## src/design/sysex_pkg.sv

```systemverilog
`timescale 1ns / 1ps
// shared types and constants for the sysex 7-bit packing codec
// no dependencies; used by the front, queue, back and top level

package sysex_pkg;

	localparam int GROUP_LEN   = 7;
	localparam int QUEUE_DEPTH = 2;
	localparam logic [6:0] LOW7_MASK = 7'h7F;
	localparam logic [6:0] HDR_MSB   = 7'h40;

	// command passed from front to back
	typedef enum logic [1:0] {
		CMD_STORE,
		CMD_FLUSH,
		CMD_EMIT
	} cmd_kind_t;

	typedef struct packed {
		cmd_kind_t   kind;
		logic [2:0]  pos;
		logic [7:0]  data;
		logic        last;
	} cmd_t;

	// back-end sequencer states
	typedef enum logic {
		BK_IDLE,
		BK_FLUSH
	} back_state_t;

endpackage

```

## src/design/sysex_front.sv

```systemverilog
`timescale 1ns / 1ps
// front end: accepts message bytes, tracks group position, builds commands
// depends on sysex_pkg

module sysex_front (
	input  logic               clk,
	input  logic               arst_n,
	input  logic               cfg_wr,
	input  logic               cfg_dir,
	input  logic               in_accept,
	input  logic [7:0]         in_byte,
	input  logic               in_last,
	output logic               push,
	output sysex_pkg::cmd_t    push_cmd
);

	logic       dir_q;
	logic [2:0] pos_q;
	logic [6:0] hdr_q;
	logic [2:0] pos_d;
	logic [6:0] hdr_d;
	logic       flush;
	logic       top_bit;

	// classify the byte and work out the next group position
	always_comb begin
		push     = 1'b0;
		push_cmd = '{kind: sysex_pkg::CMD_STORE, pos: pos_q, data: in_byte, last: in_last};
		pos_d    = pos_q;
		hdr_d    = hdr_q;
		flush    = 1'b0;
		top_bit  = hdr_q[3'(3'd7 - pos_q)];
		if (!dir_q) begin
			// pack: every byte goes to the back, the seventh or last one flushes
			flush = (pos_q == 3'(sysex_pkg::GROUP_LEN - 1)) || in_last;
			push  = in_accept;
			push_cmd.kind = flush ? sysex_pkg::CMD_FLUSH : sysex_pkg::CMD_STORE;
			pos_d = flush ? 3'd0 : 3'(pos_q + 3'd1);
		end else if (pos_q == 3'd0) begin
			// unpack header: kept here, nothing emitted
			hdr_d = in_byte[6:0];
			pos_d = in_last ? 3'd0 : 3'd1;
		end else begin
			// unpack data: restore top bit from the header
			push          = in_accept;
			push_cmd.kind = sysex_pkg::CMD_EMIT;
			push_cmd.data = {top_bit, in_byte[6:0]};
			pos_d         = (pos_q == 3'(sysex_pkg::GROUP_LEN) || in_last) ? 3'd0
				: 3'(pos_q + 3'd1);
		end
	end

	// direction, position and header registers
	always_ff @(posedge clk or negedge arst_n) begin
		if (!arst_n) begin
			dir_q <= 1'b0;
			pos_q <= 3'd0;
			hdr_q <= 7'd0;
		end else if (cfg_wr) begin
			dir_q <= cfg_dir;
			pos_q <= 3'd0;
			hdr_q <= 7'd0;
		end else if (in_accept) begin
			pos_q <= pos_d;
			hdr_q <= hdr_d;
		end
	end

	// pack groups never reach stored position 7
	a_pack_pos: assert property (@(posedge clk) disable iff (!arst_n)
		!dir_q |-> pos_q != 3'd7)
		else $error("pack position out of range");
	// a flush always resets the position
	a_flush_pos: assert property (@(posedge clk) disable iff (!arst_n)
		(in_accept && !dir_q && flush && !cfg_wr) |=> pos_q == 3'd0)
		else $error("position not cleared after flush");
	// unpack header never produces a command
	a_hdr_nopush: assert property (@(posedge clk) disable iff (!arst_n)
		(dir_q && pos_q == 3'd0) |-> !push)
		else $error("header byte pushed a command");

endmodule

```

## src/design/sysex_cmd_fifo.sv

```systemverilog
`timescale 1ns / 1ps
// short command queue between front and back end
// depends on sysex_pkg

module sysex_cmd_fifo (
	input  logic               clk,
	input  logic               arst_n,
	input  logic               push,
	input  sysex_pkg::cmd_t    push_cmd,
	output logic               full,
	input  logic               pop,
	output sysex_pkg::cmd_t    pop_cmd,
	output logic               not_empty
);

	localparam int PTR_W = $clog2(sysex_pkg::QUEUE_DEPTH);
	localparam int CNT_W = $clog2(sysex_pkg::QUEUE_DEPTH + 1);

	sysex_pkg::cmd_t  entry_q [sysex_pkg::QUEUE_DEPTH];
	logic [PTR_W-1:0] wr_ptr_q;
	logic [PTR_W-1:0] rd_ptr_q;
	logic [CNT_W-1:0] count_q;

	assign full      = (count_q == CNT_W'(sysex_pkg::QUEUE_DEPTH));
	assign not_empty = (count_q != '0);
	assign pop_cmd   = entry_q[rd_ptr_q];

	// entry storage
	always_ff @(posedge clk) begin
		if (push)
			entry_q[wr_ptr_q] <= push_cmd;
	end

	// pointers and fill count
	always_ff @(posedge clk or negedge arst_n) begin
		if (!arst_n) begin
			wr_ptr_q <= '0;
			rd_ptr_q <= '0;
			count_q  <= '0;
		end else begin
			if (push)
				wr_ptr_q <= (wr_ptr_q == PTR_W'(sysex_pkg::QUEUE_DEPTH - 1)) ? '0
					: PTR_W'(wr_ptr_q + 1'b1);
			if (pop)
				rd_ptr_q <= (rd_ptr_q == PTR_W'(sysex_pkg::QUEUE_DEPTH - 1)) ? '0
					: PTR_W'(rd_ptr_q + 1'b1);
			if (push && !pop)
				count_q <= CNT_W'(count_q + 1'b1);
			else if (pop && !push)
				count_q <= CNT_W'(count_q - 1'b1);
		end
	end

	a_no_overflow: assert property (@(posedge clk) disable iff (!arst_n)
		!(push && full))
		else $error("command queue overflow");
	a_no_underflow: assert property (@(posedge clk) disable iff (!arst_n)
		!(pop && !not_empty))
		else $error("command queue underflow");
	a_count_range: assert property (@(posedge clk) disable iff (!arst_n)
		count_q <= CNT_W'(sysex_pkg::QUEUE_DEPTH))
		else $error("command queue count out of range");

endmodule

```

## src/design/sysex_back.sv

```systemverilog
`timescale 1ns / 1ps
// back end: group store, pack header, flush sequencer and output register
// depends on sysex_pkg

module sysex_back (
	input  logic               clk,
	input  logic               arst_n,
	input  logic               cfg_wr,
	input  logic               q_valid,
	input  sysex_pkg::cmd_t    q_cmd,
	output logic               pop,
	output logic               m_tvalid,
	input  logic               m_tready,
	output logic [7:0]         m_tdata,
	output logic               m_tlast
);

	sysex_pkg::back_state_t state_q, state_d;
	logic [6:0] store_q [sysex_pkg::GROUP_LEN];
	logic [6:0] hdr_q;
	logic [6:0] flush_hdr_q;
	logic [2:0] flush_len_q;
	logic       flush_last_q;
	logic [2:0] cnt_q, cnt_d;
	logic       out_valid_q;
	logic [7:0] out_byte_q;
	logic       out_last_q;
	logic       out_free;
	logic       load;
	logic [7:0] load_byte;
	logic       load_last;
	logic [2:0] idx;
	logic [6:0] hdr_mask;

	assign out_free = !out_valid_q || m_tready;
	assign idx      = 3'(cnt_q - 3'd1);
	assign hdr_mask = (sysex_pkg::HDR_MSB >> q_cmd.pos) & {7{q_cmd.data[7]}};

	// next state and outputs of the sequencer
	always_comb begin
		state_d   = state_q;
		cnt_d     = cnt_q;
		pop       = 1'b0;
		load      = 1'b0;
		load_byte = 8'd0;
		load_last = 1'b0;
		case (state_q)
			sysex_pkg::BK_IDLE: begin
				if (q_valid) begin
					case (q_cmd.kind)
						sysex_pkg::CMD_STORE: begin
							pop = 1'b1;
						end
						sysex_pkg::CMD_FLUSH: begin
							pop     = 1'b1;
							state_d = sysex_pkg::BK_FLUSH;
							cnt_d   = 3'd0;
						end
						sysex_pkg::CMD_EMIT: begin
							if (out_free) begin
								pop       = 1'b1;
								load      = 1'b1;
								load_byte = q_cmd.data;
								load_last = q_cmd.last;
							end
						end
						default: begin
							pop = 1'b1;
						end
					endcase
				end
			end
			sysex_pkg::BK_FLUSH: begin
				if (out_free) begin
					load  = 1'b1;
					cnt_d = 3'(cnt_q + 3'd1);
					if (cnt_q == 3'd0) begin
						load_byte = {1'b0, flush_hdr_q};
					end else begin
						load_byte = {1'b0, store_q[idx]};
						load_last = flush_last_q && (idx == flush_len_q);
						if (idx == flush_len_q)
							state_d = sysex_pkg::BK_IDLE;
					end
				end
			end
			default: begin
				state_d = sysex_pkg::BK_IDLE;
			end
		endcase
	end

	// group store, flush header, length and last flag, output byte and last; no reset needed
	always_ff @(posedge clk) begin
		if (pop && q_cmd.kind != sysex_pkg::CMD_EMIT)
			store_q[q_cmd.pos] <= q_cmd.data[6:0] & sysex_pkg::LOW7_MASK;
		if (pop && q_cmd.kind == sysex_pkg::CMD_FLUSH) begin
			flush_hdr_q  <= hdr_q | hdr_mask;
			flush_len_q  <= q_cmd.pos;
			flush_last_q <= q_cmd.last;
		end
		if (load) begin
			out_byte_q <= load_byte;
			out_last_q <= load_last;
		end
	end

	// sequencer, pack header and output valid
	always_ff @(posedge clk or negedge arst_n) begin
		if (!arst_n) begin
			state_q     <= sysex_pkg::BK_IDLE;
			cnt_q       <= 3'd0;
			hdr_q       <= 7'd0;
			out_valid_q <= 1'b0;
		end else begin
			state_q <= state_d;
			cnt_q   <= cnt_d;
			if (cfg_wr)
				hdr_q <= 7'd0;
			else if (pop && q_cmd.kind == sysex_pkg::CMD_STORE)
				hdr_q <= hdr_q | hdr_mask;
			else if (pop && q_cmd.kind == sysex_pkg::CMD_FLUSH)
				hdr_q <= 7'd0;
			if (load)
				out_valid_q <= 1'b1;
			else if (m_tready)
				out_valid_q <= 1'b0;
		end
	end

	assign m_tvalid = out_valid_q;
	assign m_tdata  = out_byte_q;
	assign m_tlast  = out_last_q;

	// nothing is popped while a flush is running
	a_flush_hold: assert property (@(posedge clk) disable iff (!arst_n)
		state_q == sysex_pkg::BK_FLUSH |-> !pop)
		else $error("queue popped during flush");
	// packed bytes are 7-bit safe
	a_pack_7bit: assert property (@(posedge clk) disable iff (!arst_n)
		(state_q == sysex_pkg::BK_FLUSH && load) |-> !load_byte[7])
		else $error("packed byte has top bit set");
	// flush counter stays within the group
	a_cnt_range: assert property (@(posedge clk) disable iff (!arst_n)
		state_q == sysex_pkg::BK_FLUSH |-> cnt_q <= 3'(flush_len_q + 3'd1))
		else $error("flush counter past group end");

endmodule

```

## src/design/sysex_eight_to_seven_bit_codec.sv

```systemverilog
`timescale 1ns / 1ps
// top level of the sysex 7-bit packing codec
// depends on sysex_pkg, sysex_front, sysex_cmd_fifo, sysex_back
//
// usage
// - s_* carries message bytes (tdata = data_byte, tlast = end of message),
//   m_* carries converted bytes (tdata = out_byte, tlast = end of message).
// - cfg_* writes the direction: 0 packs 8-bit bytes into 7-bit groups,
//   1 unpacks them; every write drops any partial group. write only when idle.
// - the front end takes one byte per cycle while the two-entry command queue
//   has room; the back end drives one output byte per cycle into the output
//   register whenever the register is free.
// - unpack: one byte out per data byte, passed through the command queue and
//   the output register to m_tvalid; header bytes produce nothing.
// - pack: a group of n bytes (n = 1..7) gives n+1 output bytes once the
//   seventh or last byte is in; the back end pops the command of each byte,
//   then emits the header and the group's bytes without taking commands.
// - reset clears direction to pack, positions, headers, queue and m_tvalid.
// - when m_tready is low the output register holds, the back end stops at the
//   next byte to emit, the queue fills and s_tready drops; no transaction is
//   lost.

module sysex_eight_to_seven_bit_codec (
	input  logic       clk,
	input  logic       arst_n,
	input  logic       cfg_valid,
	output logic       cfg_ready,
	input  logic       cfg_data,
	input  logic       s_tvalid,
	output logic       s_tready,
	input  logic [7:0] s_tdata,    // [7:0] data_byte
	input  logic       s_tlast,
	output logic       m_tvalid,
	input  logic       m_tready,
	output logic [7:0] m_tdata,    // [7:0] out_byte
	output logic       m_tlast
);

	logic            cfg_wr;
	logic            in_accept;
	logic            push;
	sysex_pkg::cmd_t push_cmd;
	logic            q_full;
	logic            pop;
	sysex_pkg::cmd_t pop_cmd;
	logic            q_valid;

	// handshakes
	assign cfg_ready = 1'b1;
	assign cfg_wr    = cfg_valid;
	assign s_tready  = !q_full;
	assign in_accept = s_tvalid && s_tready;

	sysex_front u_front (
		.clk       (clk),
		.arst_n    (arst_n),
		.cfg_wr    (cfg_wr),
		.cfg_dir   (cfg_data),
		.in_accept (in_accept),
		.in_byte   (s_tdata),
		.in_last   (s_tlast),
		.push      (push),
		.push_cmd  (push_cmd)
	);

	sysex_cmd_fifo u_fifo (
		.clk       (clk),
		.arst_n    (arst_n),
		.push      (push),
		.push_cmd  (push_cmd),
		.full      (q_full),
		.pop       (pop),
		.pop_cmd   (pop_cmd),
		.not_empty (q_valid)
	);

	sysex_back u_back (
		.clk      (clk),
		.arst_n   (arst_n),
		.cfg_wr   (cfg_wr),
		.q_valid  (q_valid),
		.q_cmd    (pop_cmd),
		.pop      (pop),
		.m_tvalid (m_tvalid),
		.m_tready (m_tready),
		.m_tdata  (m_tdata),
		.m_tlast  (m_tlast)
	);

endmodule

```

## config.mk

```make
export PLATFORM = sky130hd
export DESIGN_NAME = sysex_eight_to_seven_bit_codec
export DESIGN_NICKNAME = d
export VERILOG_FILES = /design/src/design/sysex_pkg.sv /design/src/design/sysex_front.sv /design/src/design/sysex_cmd_fifo.sv /design/src/design/sysex_back.sv /design/src/design/sysex_eight_to_seven_bit_codec.sv
export SDC_FILE = /design/constraint.sdc
export NUM_CORES = 1
export LEC_CHECK = 0
export BUFFER_PORTS_ARGS = -buffer_cell sky130_fd_sc_hd__buf_4
export CAP_MARGIN = 5
export CELL_PAD_IN_SITES_DETAIL_PLACEMENT = 1
export CELL_PAD_IN_SITES_GLOBAL_PLACEMENT = 2
export CORE_ASPECT_RATIO = 2
export CORE_MARGIN = 4
export CORE_UTILIZATION = 38
export DETAILED_ROUTE_END_ITERATION = 7
export GPL_TIMING_DRIVEN = 0
export PLACE_DENSITY = 0.78
export SYNTH_ARGS = -nofsm -noshare
export SYNTH_HDL_FRONTEND = slang
export SYNTH_SLANG_ARGS = --single-unit
export TNS_END_PERCENT = 100
```

## constraint.sdc

```tcl
create_clock -name clk -period 3.2 [get_ports clk]
set_input_delay 0.16 -clock clk [delete_from_list [all_inputs] [get_ports clk]]
set_output_delay 0.16 -clock clk [all_outputs]
set_load 0.02 [all_outputs]
```

==> results.cfg, run 1 <==
[power_and_ir_drop]
power.density_nw_per_um2 = 956
p_leak_nw = 2.43
peakVddDrop_v = 0.000453

[route]
vias_per_cell = 5.31
drt_iter0_markers = 116
firstDrtPassIters = 4
ant_nets = 0
drcViolationCount = 0
wl_microns = 11300
vias = 3046
routedWlPerCell_microns = 19.8

[timing]
min_period_ns = 3.05
slew_viol_final = 0
setup_viol_count_final = 0
relSlewSlack_pct = 44.9
clock_skew_ns = 0.00790
fmax_ghz = 0.327
tns_ns = 0
period_share_pct = 95.4
worst_pin_slew_ns = 0.825
hold-worst-slack_ns = 0.0962
rsz0062_at_grt = no
finalHoldViolCount = 0

[setup_path]
crit_required_ns = 3.34
critPathCaptureType = register
crit_type = register to register
worstPathArrival_ns = 3.19
reg2reg_from = u_back.cnt_q[0]$_DFFE_PN0P_
cp-start-kind = register
cp-startpoint = u_back.cnt_q[0]$_DFFE_PN0P_
critPathMaxFanout = 10

[synth]
ys_seq_area_share_pct = 68.0
synthFlopType = edfxtp_1
async_flop_share_pct = 21.8
synth_top_area_share_pct = 55.2
syn_nets = 374
synth_edf_count = 97
yosysWarningCount = 0
ys_ff_latch = 124
syn_inst = 351
synthesis.area_sq_um = 5280
ys_top_cells_by_area = edfxtp_1, dfrtp_1, mux4_1, mux2i_1, mux2_2
synth.distinct_cells = 49
postSynthAreaPerCell_sq_um = 15.0
ys_top_cells_by_count = edfxtp_1, dfrtp_1, nand2_1, mux2i_1, nor2_1
synth.most_common_cell = edfxtp_1
synth_top_area_cell = edfxtp_1

[clock_network]
cts_tree = built
clock_latency_ns = 0.41
cts_root_buf = clkbuf_16
cts.sinks = 124
h-tree-depth = 4
clock_path_buffers = 2
path_clk_slew_ns = 0.06
cts_buffers = 17

[floorplan]
core_region_area_sq_um = 13500
io-pin-count = 27
die-area_sq_um = 16000
rows = 60
die_x_microns = 91.4
initial_core_util_pct = 39.1
die_y_microns = 175

[cells_and_area]
antennaDiodeCount = 0
layout-drive-gt1-share_pct = 18.6
instances_no_fill = 574
area_growth_pct = 20.7
num-nets-final = 429
final_util_pct = 47.2

[run]
max_cap_violations = 0

[global_route]
grt_pass1_wl_microns = 18200
antenna_found_initial = 0
grt_use_met2_pct = 30.5
met3_usage_pct = 3.02
grtUsageTotal_pct = 15.1
top_usage_layer = met2
grt_max_degree = 28
use_met1_pct = 14.0
gr-total-overflow = 0
grt_pass1_vias = 3413

[hold_path]
hold_path_class = primary input to register
min_from = s_tdata[7]

[status]
outcome = finished clean

[place]
portBuffers = 25
dp_hpwl_microns = 8380
place.gp.congestion = 0.803
dp.cells = 532
==> stage by stage <==
| step | total power, mW | cell area (sq um) | setup slack, ns |
|---|---|---|---|
| final | 6.09 | 6370 | 0.146 |
| after global routing | 6.42 | 6370 | 0.00431 |
| after detailed placement | 4.25 | 5670 | -0.0144 |
| after CTS | 6.17 | 6370 | 0.101 |
| after global placement | 4.18 | 5660 | 0.0748 |
| after floorplan | 3.60 | 5280 | 0.674 |
==> cells by family after synthesis <==
| kind of cell | after synthesis | share of synthesized area (%) |
|---|---|---|
| flops | 124 | 68.0 |
| simple gates | 83 | 8.01 |
| compound gates | 62 | 8.60 |
| mux | 35 | 9.24 |
| buf+inv | 27 | 2.25 |
| xor+xnor | 11 | 1.97 |
| fa+ha+maj | 8 | 1.90 |
| other cells | 1 | 0.0710 |
==> power by group <==
part / switching, mW / internal (mW) / total [mW]
Sequential: 0.127 / 2.17 / 2.30
Clock: 0.694 / 1.19 / 1.88
Combinational: 1.19 / 0.722 / 1.91
Total: 2.01 / 4.08 / 6.09
==> cells in the final DEF, fill, tap and decap left out, types with 9 or more instances in the layout <==
master          n
inv_1          13
nor2_1         18
mux2i_1        18
clkbuf_16      17
dfrtp_1        27
mux2_2          9
buf_4          28
nand2_1        21
edfxtp_1       97
dlygate4sd3_1  10
==> per-layer routing <==
layer | share of wire (%) | up-vias
li1 | - | 1445
met1 | 34 | 1531
met2 | 61 | 52
met3 | 2.2 | 18
met4 | 2.9 | 0
met5 | 0 | -
==> registers in the layout (all words and copies together), names as in the netlist, 7 cells and up <==
name	count
u_back.store_q	49
u_fifo.entry_q	28
u_back.m_tdata	8
u_back.flush_hdr_q	7
u_back.hdr_q	7
u_front.hdr_q	7
==> cell type report <==
| class | instances | area, sq um |
|---|---|---|
| clock buffer | 19 | 453 |
| multi-input combinational | 200 | 1580 |
| buffer | 14 | 72.6 |
| inverter | 13 | 48.8 |
| clock inverter | 13 | 143 |
| sequential | 124 | 3590 |
| fill | 1339 | 7140 |
| tap | 155 | 194 |
| timing repair buffer | 36 | 295 |
==> repair_timing <==
item                                   in CTS  in global routing
hold buffers                               10                  0
resized for setup                           1                  0
setup buffers                               0                  0
endpoints found under the hold margin      44                  0
setup endpoints to repair                   1                  0
==> path summary, 6_finish.rpt <==
path	endpoint	slack, ns	cells past startpoint
hold reg to reg	u_fifo.wr_ptr_q$_DFFE_PN0N_	0.51	1
setup reg to reg	u_back.m_tdata[6]$_DFFE_PP_	0.15	9
setup / recovery	u_back.m_tdata[6]$_DFFE_PP_	0.15	9
hold / removal	u_fifo.entry_q[1][8]$_DFFE_PP_	0.1	3
max in group asynchronous	u_front.hdr_q[4]$_DFFE_PN0P_	2.70	2
min in group asynchronous	u_back.hdr_q[0]$_DFFE_PN0P_	0.22	2
==> worst max-delay path, cell delays in order (launching register included) <==
cell and delay [ns]:
dfrtp_1 0.36, buf_2 0.27, buf_4 0.27, inv_1 0.10
ha_1 0.26, xor2_2 0.34, buf_6 0.22, mux4_1 0.33
a2111oi_1 0.52, o2bb2ai_1 0.12
No activity file was read; power rests on OpenSTA's default activity.
==> inputs of run 2 (changes only) <==
Settings changed: MAX_ROUTING_LAYER set to met4, SYNTH_HIERARCHICAL set to 1.
==> run 2 against run 1 <==
Effect of this change:
- cell count rose by 6.6%
- wire length down 0.75%
- design area rose by 2.4%
- largest cell class unchanged
- synthesized cell count rose by 2.6%
- non-clock buffer count is 6 higher
- clock skew increased by 0.00053 ns
- clock power about the same
- critical path depth down 1
- setup slack improved by 0.36 ns
- first-iteration DRC count increased by 36%
- fmax rose by 13%
==> results.cfg, run 2 <==
[hold_path]
hold_path_class = primary input to register
min_to = u_front/dir_q$_DFFE_PN0P_
min_from = cfg_valid
worstHoldPathCells = 2

[run]
max_cap_violations = 0

[synth]
synthesis.area_sq_um = 5430
ys_seq_area_share_pct = 66.1
synth_edf_count = 97
synth.most_common_cell = edfxtp_1
yosysWarningCount = 6
async_flop_share_pct = 21.8
syn_inst = 360
synth_top_area_cell = edfxtp_1
synthFlopType = edfxtp_1
ys_ff_latch = 124
ys_top_cells_by_count = edfxtp_1, dfrtp_1, nand2_1, nor2_1, mux2i_1
postSynthAreaPerCell_sq_um = 15.1
synth.distinct_cells = 58
ys_top_cells_by_area = edfxtp_1, dfrtp_1, mux4_2, mux2i_1, mux2_4
syn_nets = 383
synth_top_area_share_pct = 53.6

[cells_and_area]
num-nets-final = 434
antennaDiodeCount = 0
top_register = u_back/store_q
instances_no_fill = 612
area_growth_pct = 20.1
layout_common_cells = edfxtp_1, buf_4, dfrtp_1
largest_reg_flops = 49
mostFrequentLayoutCell = edfxtp_1
layout-drive-gt1-share_pct = 24.8

[clock_network]
postCtsSetupRepairBufs = 0
clock_path_buffers = 2
cts_tree = built
clock_latency_ns = 0.41
cts_resized = 0
h-tree-depth = 4
path_clk_slew_ns = 0.06
cts_hold_buf = 7
cts_buffers = 17
cts_root_buf = clkbuf_16
cts.sinks = 124

[route]
vias_per_cell = 4.93
routedWlPerCell_microns = 18.4
drcViolationCount = 0
vias = 3017
ant_nets = 0
drt_iter0_markers = 158
firstDrtPassIters = 4
wl_microns = 11300

[timing]
worst_pin_slew_ns = 1.27
relSlewSlack_pct = 14.9
setup_viol_count_final = 0
tns_ns = 0
hold-worst-slack_ns = 0.0188
layout_setup_ws_ns = 0.506
fmax_ghz = 0.371
rsz0062_at_grt = no
clock_skew_ns = 0.00844
period_share_pct = 84.2
finalHoldViolCount = 0
min_period_ns = 2.69
slew_viol_final = 0

[power_and_ir_drop]
power.density_nw_per_um2 = 962
total_power_mw = 6.28
p_leak_nw = 2.47
peakVddDrop_v = 0.000385

[setup_path]
crit_required_ns = 3.32
crit_type = register to register
r2r_slack_ns = 0.51
reg2reg_from = u_back/cnt_q[0]$_DFFE_PN0P_
critPathMaxFanout = 10
worstPathArrival_ns = 2.81
critPathCaptureType = register
rr_endpoint = u_back/m_tdata[4]$_DFFE_PP_
worstRegToRegCells = 8
cp-start-kind = register

[place]
portBuffers = 25
dp_hpwl_microns = 8350
place.gp.congestion = 0.801
dp.cells = 574
pre_cts_slack_ns = 0.463

[floorplan]
die_x_microns = 92.5
die-area_sq_um = 16400
initial_core_util_pct = 38.9
rows = 61
core_region_area_sq_um = 14000
die_y_microns = 177
io-pin-count = 27

[global_route]
grtUsageTotal_pct = 15.9
gr-total-overflow = 0
grt_max_degree = 28
grt_pass1_wl_microns = 18400
grt_pass1_vias = 3435
antenna_found_initial = 0

[status]
outcome = finished clean
run 2: cell count changes in the layout (fill, tap and decap cells not counted), moves of 6 or more:
cell       change
mux4_1         -7
a22oi_1        +6
nor3_1         -6
a221oi_1       +6
mux4_2         +7
o2bb2ai_1      -8
nor3b_1        -6
o211ai_1       +7
buf_4          +6
mux2_4         +9
run 2: kinds of logic after synthesis:
family | share of synthesized area (%)
AO/OA/AOI/OAI | 7.79
XOR/XNOR | 1.91
adder cells (fa/ha/maj) | 1.84
buffers and inverters | 3.96
flip-flops | 66.1
multiplexers | 9.98
other | 0.0691
AND/OR/NAND/NOR | 8.36
run 2: report_power, final:
part	internal, mW	total, mW	switching (mW)	leakage (nW)
Sequential	2.17	2.29	0.118	1.24
Clock	1.22	1.91	0.689	0.283
Combinational	0.853	2.07	1.22	0.945
run 2: final cells by class:
type                            count  area (sq um)
Tap cell                          189           236
Inverter                            9          33.8
Fill cell                        1382          7440
Buffer                             24           181
Clock buffer                       18           429
Multi-Input combinational cell    203          1630
Sequential cell                   124          3590
Clock inverter                     13           170
Timing Repair Buffer               32           258
run 2: per-layer routing:
metal	global-route usage [%]	vias up	part of all wire (%)
met3	3.23	21	2.5
met4	8.81	0	3.5
li1	-	1439	-
met1	13.7	1497	33
met2	30.6	60	61
met5	-	-	0
run 2: per-stage QoR:
| stage | utilization (%) | cell area (sq um) |
|---|---|---|
| 6_report | 46.7 | 6520 |
| 5_1_grt | 46.7 | 6520 |
| 4_1_cts | 46.7 | 6520 |
| 3_5_place_dp | 41.9 | 5850 |
| 3_3_place_gp | 41.9 | 5850 |
| 2_1_floorplan | - | 5430 |
run 2: worst max-delay path, cell delays in order (launching register included):
cell and delay, ns:
dfrtp_1 0.37, buf_6 0.18, buf_6 0.19, inv_2 0.06, ha_1 0.42, buf_2 0.31
mux4_2 0.36, a221oi_1 0.33, a22oi_1 0.16
run 2: how the worst max path moves through the flow:
stage                                      from                             end  cells after the start
finish              u_back/cnt_q[0]$_DFFE_PN0P_     u_back/m_tdata[4]$_DFFE_PP_                      8
global route        u_fifo/rd_ptr_q$_DFFE_PN0P_  u_back/store_q[0][2]$_DFFE_PP_                      5
CTS                 u_fifo/rd_ptr_q$_DFFE_PN0P_  u_back/store_q[0][2]$_DFFE_PP_                      6
detailed placement  u_fifo/rd_ptr_q$_DFFE_PN0P_  u_back/store_q[0][4]$_DFFE_PP_                      6
global placement    u_fifo/rd_ptr_q$_DFFE_PN0P_  u_back/store_q[0][5]$_DFFE_PP_                      5
floorplan           u_fifo/rd_ptr_q$_DFFE_PN0P_  u_back/store_q[0][0]$_DFFE_PP_                      6
==> inputs of run 3 (changes only) <==
Clock period 3.2 ns to 2.5 ns, I/O delays scaled along.
==> run 3 against run 2 <==
Effect of this change:
- sequential power is 28% higher
- non-clock buffer count grew 4
- register-to-register slack got worse by 0.44 ns
- worst hold slack gained 0.011 ns
- sequential cell count is the same
- first-iteration DRC count is 18% lower
- wire length up 1.4%
- critical endpoint is now u_back/store_q[1][2]$_DFFE_PP_
- largest cell class unchanged
- highest routed layer unchanged
==> results.cfg, run 3 (synthesis results as in run 2) <==
[setup_path]
worstPathArrival_ns = 2.47
cp-start-kind = register
crit_required_ns = 2.54
crit_type = register to register
worstRegToRegCells = 6
slowest_delay_ns = 0.55
r2r_slack_ns = 0.06
critPathMaxFanout = 10
crit_buf_inv = 2
reg2reg_from = u_fifo/rd_ptr_q$_DFFE_PN0P_
path_cells = buf_6 > buf_12 > mux2_4 > and2b_1 > or3_1 > nor2_1
rr_endpoint = u_back/store_q[1][2]$_DFFE_PP_
crit_slowest_cell = nor2_1
cp_top_family = simple AND/OR/NAND/NOR gates
critPathCaptureType = register

[power_and_ir_drop]
pwr-share-seq_pct = 36.0
peakVddDrop_v = 0.000494
power.density_nw_per_um2 = 1230
p_int_mw = 5.51
combPwrFrac_pct = 34.0
p_leak_nw = 2.50
clockPowerShare_pct = 30.1
p_sw_mw = 2.65
netSwitchingFraction_pct = 32.4

[timing]
fmax_ghz = 0.410
clock_skew_ns = 0.00869
period_share_pct = 97.5
relSlewSlack_pct = 21.4
min_period_ns = 2.44
layout_setup_ws_ns = 0.0626
hold-worst-slack_ns = 0.0295
slew_viol_final = 0
finalHoldViolCount = 0
rsz0062_at_grt = yes
tns_ns = 0
setup_viol_count_final = 0
worst_pin_slew_ns = 1.17

[route]
vias_per_cell = 4.91
firstDrtPassIters = 4
wl_microns = 11400
ant_nets = 0
drt_iter0_markers = 129
routedWlPerCell_microns = 18.5
drcViolationCount = 0
vias = 3025

[global_route]
grt_pass1_wl_microns = 18600
grtUsageTotal_pct = 16.0
gr-total-overflow = 0
grt_pass1_vias = 3466
grt_max_degree = 28
antenna_found_initial = 0

[cells_and_area]
seqCellArea_sq_um = 3590
stdcell_area_sq_um = 6610
largest_reg_flops = 49
layout_common_cells = edfxtp_1, buf_4, dfrtp_1
antennaDiodeCount = 0
layout-drive-gt1-share_pct = 26.7
top_register = u_back/store_q
multi_input_area_sq_um = 1670
area_growth_pct = 21.7
instances_no_fill = 616
n_fill_cell = 1376
num-nets-final = 438
mostFrequentLayoutCell = edfxtp_1

[hold_path]
hold_path_class = primary input to register
min_to = u_fifo/entry_q[1][0]$_DFFE_PP_
worstHoldPathCells = 2
min_from = s_tlast

[place]
pre_cts_slack_ns = -0.237
dp_hpwl_microns = 8350
portBuffers = 25
place.gp.congestion = 0.801
post_dp_cell_area_sq_um = 5850
dp.cells = 574

[clock_network]
cts_buffers = 17
clock_path_buffers = 2
path_clk_slew_ns = 0.06
cts.sinks = 124
cts_tree = built
clock_latency_ns = 0.41
h-tree-depth = 4
cts_root_buf = clkbuf_16

[floorplan]
io-pin-count = 27
rows = 61
core_region_area_sq_um = 14000
die_y_microns = 177
initial_core_util_pct = 38.9
die_x_microns = 92.5
die-area_sq_um = 16400

[status]
outcome = finished clean

[run]
max_cap_violations = 0
[run 3: cell types whose count changed in the layout (fill, tap and decap cells not counted), moves of 2 or more]
cell	change
nor2_2	+2
nor3_1	-2
nor2_1	-2
dlygate4sd3_1	+3
nor3_2	+2
[run 3: how the worst max path moves through the flow]
stage / startpoint / endpoint / slack, ns / depth (start not counted)
global placement: u_fifo/rd_ptr_q$_DFFE_PN0P_ / u_back/store_q[0][5]$_DFFE_PP_ / -0.19 / 5
global route: u_fifo/rd_ptr_q$_DFFE_PN0P_ / u_back/store_q[3][0]$_DFFE_PP_ / -0.03 / 5
CTS: u_fifo/rd_ptr_q$_DFFE_PN0P_ / u_back/store_q[5][6]$_DFFE_PP_ / 0.02 / 6
finish: u_fifo/rd_ptr_q$_DFFE_PN0P_ / u_back/store_q[1][2]$_DFFE_PP_ / 0.06 / 6
detailed placement: u_fifo/rd_ptr_q$_DFFE_PN0P_ / u_back/store_q[0][4]$_DFFE_PP_ / -0.24 / 6
floorplan: u_fifo/rd_ptr_q$_DFFE_PN0P_ / u_back/store_q[0][0]$_DFFE_PP_ / 0.17 / 6
[run 3: stage by stage]
stage | total power, mW | util, %
after floorplan | 4.84 | -
after global placement | 5.57 | 41.9
after detailed placement | 5.64 | 41.9
after CTS | 8.23 | 47.2
after global routing | 8.62 | 47.3
final | 8.16 | 47.3
[run 3: cell type report]
class,instances,area share (%)
Sequential cell,124,54.3
Multi-Input combinational cell,203,25.2
Clock buffer,18,6.50
Timing Repair Buffer,36,4.47
Tap cell,189,3.58
Buffer,24,2.84
Clock inverter,13,2.58
Inverter,9,0.511
[run 3: power groups by stage]
stage	Clock, mW	Sequential, mW	Combinational [mW]
after global routing	2.62	2.98	3.02
after CTS	2.51	2.94	2.78
final	2.45	2.93	2.77
after floorplan	0	3.03	1.81
after global placement	0	2.95	2.62
after detailed placement	0	2.98	2.67
[run 3: layer usage]
layer	GRT usage [%]	part of all wire, %
met3	3.23	2.0
met2	30.8	61
met1	14.0	33
met4	8.81	3.3
met5	-	0
[run 3: what timing repair did]
action / CTS / global route
resized for setup: 8 / 3
hold endpoints to repair: 48 / 0
setup endpoints to repair: 40 / 40
hold buffers: 10 / 0
setup buffers: 0 / 1
